File: src/sv/rbec_pkg.sv
// rbec_pkg: shared widths, latencies, face codes and types of the ray box entry clip.
// Used by every module of the block; depends on nothing.
package rbec_pkg;

  localparam int FRACTION_BITS = 32;
  localparam int CW = 64;
  localparam int XW = CW + 2;
  localparam int MW = CW + 1;
  localparam int QW = 32;
  localparam int PW = MW + QW;
  localparam int HW = MW - QW + QW;
  localparam int AXES = 3;

  localparam int DIV_STEPS = 2;
  localparam int DIV_STAGES = QW / DIV_STEPS;
  localparam int SCALE_LAT = 3;
  localparam int SEL_LAT = 2;
  localparam int TOTAL_LAT = 1 + DIV_STAGES + SCALE_LAT + SEL_LAT;

  localparam logic [31:0] EPS_RESET =
    32'(((64'd1 << FRACTION_BITS) + 64'd5000000) / 64'd10000000);

  localparam int AW = 3;
  localparam logic REG_EPSILON = 1'b0;

  localparam logic [1:0] AXIS_X = 2'd0;
  localparam logic [1:0] AXIS_Y = 2'd1;
  localparam logic [1:0] AXIS_Z = 2'd2;

  localparam logic [2:0] FACE_WEST  = 3'd0;
  localparam logic [2:0] FACE_EAST  = 3'd1;
  localparam logic [2:0] FACE_DOWN  = 3'd2;
  localparam logic [2:0] FACE_UP    = 3'd3;
  localparam logic [2:0] FACE_NORTH = 3'd4;
  localparam logic [2:0] FACE_SOUTH = 3'd5;

  typedef logic signed [XW-1:0] wide_t;
  typedef logic [MW-1:0] mag_t;
  typedef logic [QW-1:0] frac_t;

  typedef struct packed {
    logic cand;
    logic up;
    mag_t num;
    mag_t den;
  } axis_t;

  typedef struct packed {
    wide_t st;
    wide_t d;
  } ray_t;

  typedef struct packed {
    wide_t mn;
    wide_t mx;
  } span_t;

  function automatic logic [2:0] face_code(input logic [1:0] axis, input logic up);
    logic [2:0] f;
    unique case (axis)
      AXIS_X:  f = up ? FACE_WEST : FACE_EAST;
      AXIS_Y:  f = up ? FACE_DOWN : FACE_UP;
      AXIS_Z:  f = up ? FACE_NORTH : FACE_SOUTH;
      default: f = FACE_WEST;
    endcase
    return f;
  endfunction

endpackage

File: src/sv/rbec_select.sv
// rbec_select: bound checks of each candidate and choice of the entry face.
// Depends on rbec_pkg.
module rbec_select (
  input  logic                        clk,
  input  logic                        rst,
  input  logic                        vld_in,
  input  logic [31:0]                 epsilon,
  input  rbec_pkg::span_t [2:0]       span,
  input  rbec_pkg::wide_t [2:0][2:0]  h,
  input  rbec_pkg::frac_t [2:0]       t,
  input  logic [2:0]                  ok,
  input  logic [2:0]                  up,
  output logic                        done,
  output logic                        hit_found,
  output logic [2:0]                  entry_face,
  output logic [31:0]                 hit_fraction,
  output logic signed [63:0]          hit_x,
  output logic signed [63:0]          hit_y,
  output logic signed [63:0]          hit_z
);
  import rbec_pkg::*;

  wide_t eps_w;
  wide_t lo_b [AXES];
  wide_t hi_b [AXES];
  logic [2:0] acc;
  logic vld_c;
  logic [2:0] acc_c;
  frac_t t_c [AXES];
  wide_t h_c [AXES][AXES];
  logic [2:0] up_c;
  logic [QW:0] best;
  logic [1:0] sel;
  logic found;

  assign eps_w = wide_t'({{(XW-32){1'b0}}, epsilon});

  always_comb begin
    for (int b = 0; b < AXES; b++) begin
      lo_b[b] = span[b].mn - eps_w;
      hi_b[b] = span[b].mx + eps_w;
    end
    for (int a = 0; a < AXES; a++) begin
      acc[a] = ok[a];
      for (int b = 0; b < AXES; b++) begin
        if (b != a && !(lo_b[b] < h[a][b] && h[a][b] < hi_b[b])) begin
          acc[a] = 1'b0;
        end
      end
    end
  end

  always_ff @(posedge clk) begin
    if (rst) begin
      vld_c <= 1'b0;
    end else begin
      vld_c <= vld_in;
    end
  end

  always_ff @(posedge clk) begin
    acc_c <= acc;
    up_c <= up;
    for (int a = 0; a < AXES; a++) begin
      t_c[a] <= t[a];
      for (int b = 0; b < AXES; b++) begin
        h_c[a][b] <= h[a][b];
      end
    end
  end

  always_comb begin
    best = {1'b1, {QW{1'b0}}};
    sel = AXIS_X;
    found = 1'b0;
    for (int a = 0; a < AXES; a++) begin
      if (acc_c[a] && ({1'b0, t_c[a]} < best)) begin
        best = {1'b0, t_c[a]};
        sel = 2'(a);
        found = 1'b1;
      end
    end
  end

  always_ff @(posedge clk) begin
    if (rst) begin
      done <= 1'b0;
    end else begin
      done <= vld_c;
    end
  end

  always_ff @(posedge clk) begin
    hit_found    <= found;
    entry_face   <= found ? face_code(sel, up_c[sel]) : FACE_WEST;
    hit_fraction <= found ? t_c[sel] : '0;
    hit_x        <= found ? h_c[sel][0][CW-1:0] : '0;
    hit_y        <= found ? h_c[sel][1][CW-1:0] : '0;
    hit_z        <= found ? h_c[sel][2][CW-1:0] : '0;
  end

endmodule

File: config.mk
export PLATFORM = sky130hd
export DESIGN_NAME = rbec_select
export DESIGN_NICKNAME = d
export VERILOG_FILES = /design/src/sv/rbec_pkg.sv /design/src/sv/rbec_select.sv
export SDC_FILE = /design/constraint.sdc
export NUM_CORES = 2
export LEC_CHECK = 0
export BUFFER_PORTS_ARGS = -buffer_cell sky130_fd_sc_hd__buf_2
export CAP_MARGIN = 40
export CELL_PAD_IN_SITES_DETAIL_PLACEMENT = 2
export CELL_PAD_IN_SITES_GLOBAL_PLACEMENT = 2
export CORE_AREA = 2 2 529 531
export DETAILED_ROUTE_END_ITERATION = 6
export DIE_AREA = 0 0 531 533
export PLACE_DENSITY = 0.54
export SLEW_MARGIN = 20
export SYNTH_ARGS = -nofsm -noshare
export SYNTH_HDL_FRONTEND = slang
export SYNTH_SLANG_ARGS = --single-unit
File: constraint.sdc
create_clock -name clk -period 8.16 [get_ports clk]
set_clock_uncertainty 0.15 [all_clocks]
set_input_delay 1.224 -clock clk [delete_from_list [all_inputs] [get_ports clk]]
set_output_delay 1.224 -clock clk [all_outputs]
set_load 0.01 [all_outputs]
==> reports/metrics.csv <==
stage;metric;value;unit
outcome;status;completed;
routing;router iterations before antenna repair;5;
clock_tree;CTS Sinks;908;
global_route;GR Util All Layers;0.2280;
clock_tree;clk slew on worst S/H paths;0.06;ns
worst_setup_path;Slowest-stage cell, CP;dfxtp_4;
clock_tree;Setup Fix Bufs, Post-CTS;0;
worst_setup_path;Reg-to-Reg End;hit_x[12];
sta;fmax;135.5;MHz
routing;Routed wire per std cell;28.34;um
routing;Remaining DRCs;0;
floorplanning;die area;283000;sq um
synthesis;Mapped Area;56870;sq um
flow_run;Max-Cap Viols;0;
routing;vias per inst;4.658;
clock_tree;CTS tree;built;
worst_setup_path;R2R depth;26;
placement;Final GP Congestion;0.8681;
worst_setup_path;Crit Path Category;reg2reg;
floorplanning;num rows;194;
worst_setup_path;crit path capture type;flop;
clock_tree;H-tree depth;3;
cells_and_area;Layout area overhead;28.01;%
worst_setup_path;CP Max Fanout;83;
worst_setup_path;Critical Path Start Type;flop;
routing;Detail Route Antenna Nets;0;
sta;fin crit period;7.383;ns
power_and_ir_drop;Pwr Density;186.4;nW/um^2
routing;DRT Wirelength;332500;um
synthesis;Cells after Synth;6358;
sta;Final period util;0.9048;
worst_setup_path;crit path from;acc_c[0];
sta;Hold Slack;0.2712;ns
routing;vias after detailed routing;54650;
clock_tree;maximum clock path buffer count;4;
floorplanning;num ports;1356;
synthesis;number of synthesized flops with an enable pin;0;
sta;max_slew headroom;0.4029;
clock_tree;clock root cell;clkbuf_16;
worst_setup_path;Critical Path RT;8.68;ns
sta;final slew viol count;0;
global_route;gr ovfl total;0;
sta;final worst setup slack;0.7772;ns
clock_tree;Num CTS Buffers;112;
synthesis;syn_nets;8525;
synthesis;synth warn;0;
sta;Fin. Hold Viols;0;
global_route;initial antenna violation count;328;
worst_setup_path;CP arrival;7.90;ns
power_and_ir_drop;Max IR drop VDD;0.0001766;V
synthesis;top cells by area, synth;dfxtp_1 (32%), ha_1 (23%), nand2_1 (4.1%);
hold_path;Hold Path Class;reg2reg;
synthesis;share of the synthesized area in the top cell type;0.3197;
routing;initial drt markers;2191;
placement;placed cells;11410;
floorplanning;Die Span Y;533;um
placement;DP Worst Slack;0.01047;ns
cells_and_area;Filler cells;31770;
sta;final setup fails;0;
synthesis;sequential area share after synthesis;0.3197;
worst_setup_path;R2R Setup Slk;0.78;ns
worst_setup_path;CP Capture Point;hit_x[12];
clock_tree;post-cts resize count;0;
synthesis;Post-synth top flop;dfxtp_1;
synthesis;flops & latches, synth;908;
placement;# port buffers;1349;
global_route;largest net degree at the start of global routing;84;
cells_and_area;nets@finish;9966;
sta;Slew @ Worst Pin;0.8863;ns
global_route;first-pass GRT wire length;458100;um
cells_and_area;ratio of cells with drive above 1 in the final layout;0.2416;
power_and_ir_drop;Leak;36.51;nW
synthesis;post-synthesis cell type count;84;
cells_and_area;Non-Filler Instances;11730;
clock_tree;clock latency on the worst-skew pair;0.85;ns
worst_setup_path;Worst R2R Start;acc_c[0];
floorplanning;initial core utilization;0.2046;
sta;RSZ-0062 raised after global routing;no;
power_and_ir_drop;total power;13.57;mW
worst_setup_path;slowest cell delay on critical path;0.67;ns
floorplanning;CORE AREA;277900;sq um
placement;hpwl dp;292300;um
synthesis;post-synth top area cell;dfxtp_1;
floorplanning;Die W;531;um
clock_tree;CTS Hold Buffers Added;0;
synthesis;ys async rst share;0;
sta;total negative slack;0;ns
synthesis;Synth Area per Inst;8.944;sq um
global_route;vias in the first global route;60170;
-- critical path, delay by kind of cell, from the launching register on --
family | cells | cell delay (ns)
multiplexers | 1 | 0.29
AND/OR/NAND/NOR | 4 | 0.66
flip-flops | 1 | 0.67
adder cells (fa/ha/maj) | 2 | 0.63
AO/OA/AOI/OAI | 15 | 3.38
buffers and inverters | 4 | 1.10
-- layout make-up --
type                    instances  area, sq um  area share
multi-input cells            4780        36190      0.4972
well taps                    3724         4659     0.06401
inverters                     525         1971     0.02707
clock buffers                 157         3222     0.04426
repair buffers               1472         7780      0.1069
diodes                        124        310.3    0.004263
clock inverters                42        479.2    0.006583
flip-flops and latches        908        18180      0.2498
-- worst min path at each step --
stage | from | end | depth (start not counted)
after floorplan | up_c[2] | entry_face[0] | 1
final | up_c[2] | entry_face[0] | 1
after global routing | h[571] | h_c[2][43] | 1
after CTS | h[570] | h_c[2][42] | 1
after detailed placement | up_c[2] | entry_face[0] | 1
after global placement | up_c[2] | entry_face[0] | 1
-- cells in the mapped netlist (30+ instances only) --
cell type / count
ha_1: 1034
dfxtp_1: 908
nand2_1: 626
inv_1: 525
a21oi_1: 438
a21o_1: 307
nand3_1: 297
nor2_1: 262
o21ai_0: 216
xnor2_1: 196
mux2_2: 195
nand4_1: 178
xor2_1: 174
clkbuf_1: 109
nor3_1: 103
nor2b_1: 77
nor4_1: 54
a211oi_1: 51
nand2b_1: 48
or3_1: 41
and3_1: 40
mux2i_1: 36
o21a_1: 31
o21bai_1: 31
a31oi_1: 30
-- power by group --
group / switching [mW] / leakage [nW] / total, mW / internal [mW]
registers: 0.0794 / 7.58 / 4.74 / 4.66
clock network: 2.11 / 1.81 / 5.08 / 2.97
logic: 2.29 / 27.1 / 3.74 / 1.46
-- logic make-up after synthesis --
logic type | Yosys count | synth area share
simple gates | 1843 | 0.1585
compound gates | 1296 | 0.1453
fa+ha+maj | 1040 | 0.2296
flops | 908 | 0.3197
buf+inv | 670 | 0.04495
xor+xnor | 370 | 0.05699
mux | 231 | 0.04495
-- layer usage --
metal	vias up	wire length [um]	global-route usage
met3	632	21030	0.05636
met2	1501	164800	0.4076
met4	168	10740	0.07269
met5	-	1103	0
met1	26670	134900	0.2634
li1	25680	-	-
-- cell usage in the layout, fill, tap and decap left out, drive strengths merged, types with 103 or more instances in the layout --
cell	n
inv	533
a21oi	438
nor3	103
mux2	195
clkbuf	157
a21o	307
o21ai	218
nor2	262
xnor2	196
ha	1034
nand2	626
diode	124
nand3	297
buf	1472
dfxtp	908
xor2	174
nand4	178
-- registers in the layout, summed over array words and instances, names as in the netlist --
signal and flops:
done 1, t_c 96, entry_face 3, up_c 3, acc_c 3, hit_x 64, h_c 576, vld_c 1
hit_found 1, hit_fraction 32, hit_y 64, hit_z 64
-- metrics by stage --
step,util,area (sq um)
final,0.2619,72800
after global routing,0.2613,72630
after CTS,0.2608,72470
after detailed placement,0.2474,68770
after global placement,0.2473,68740
after floorplan,-,56870
(Power assumes the default switching activity.)
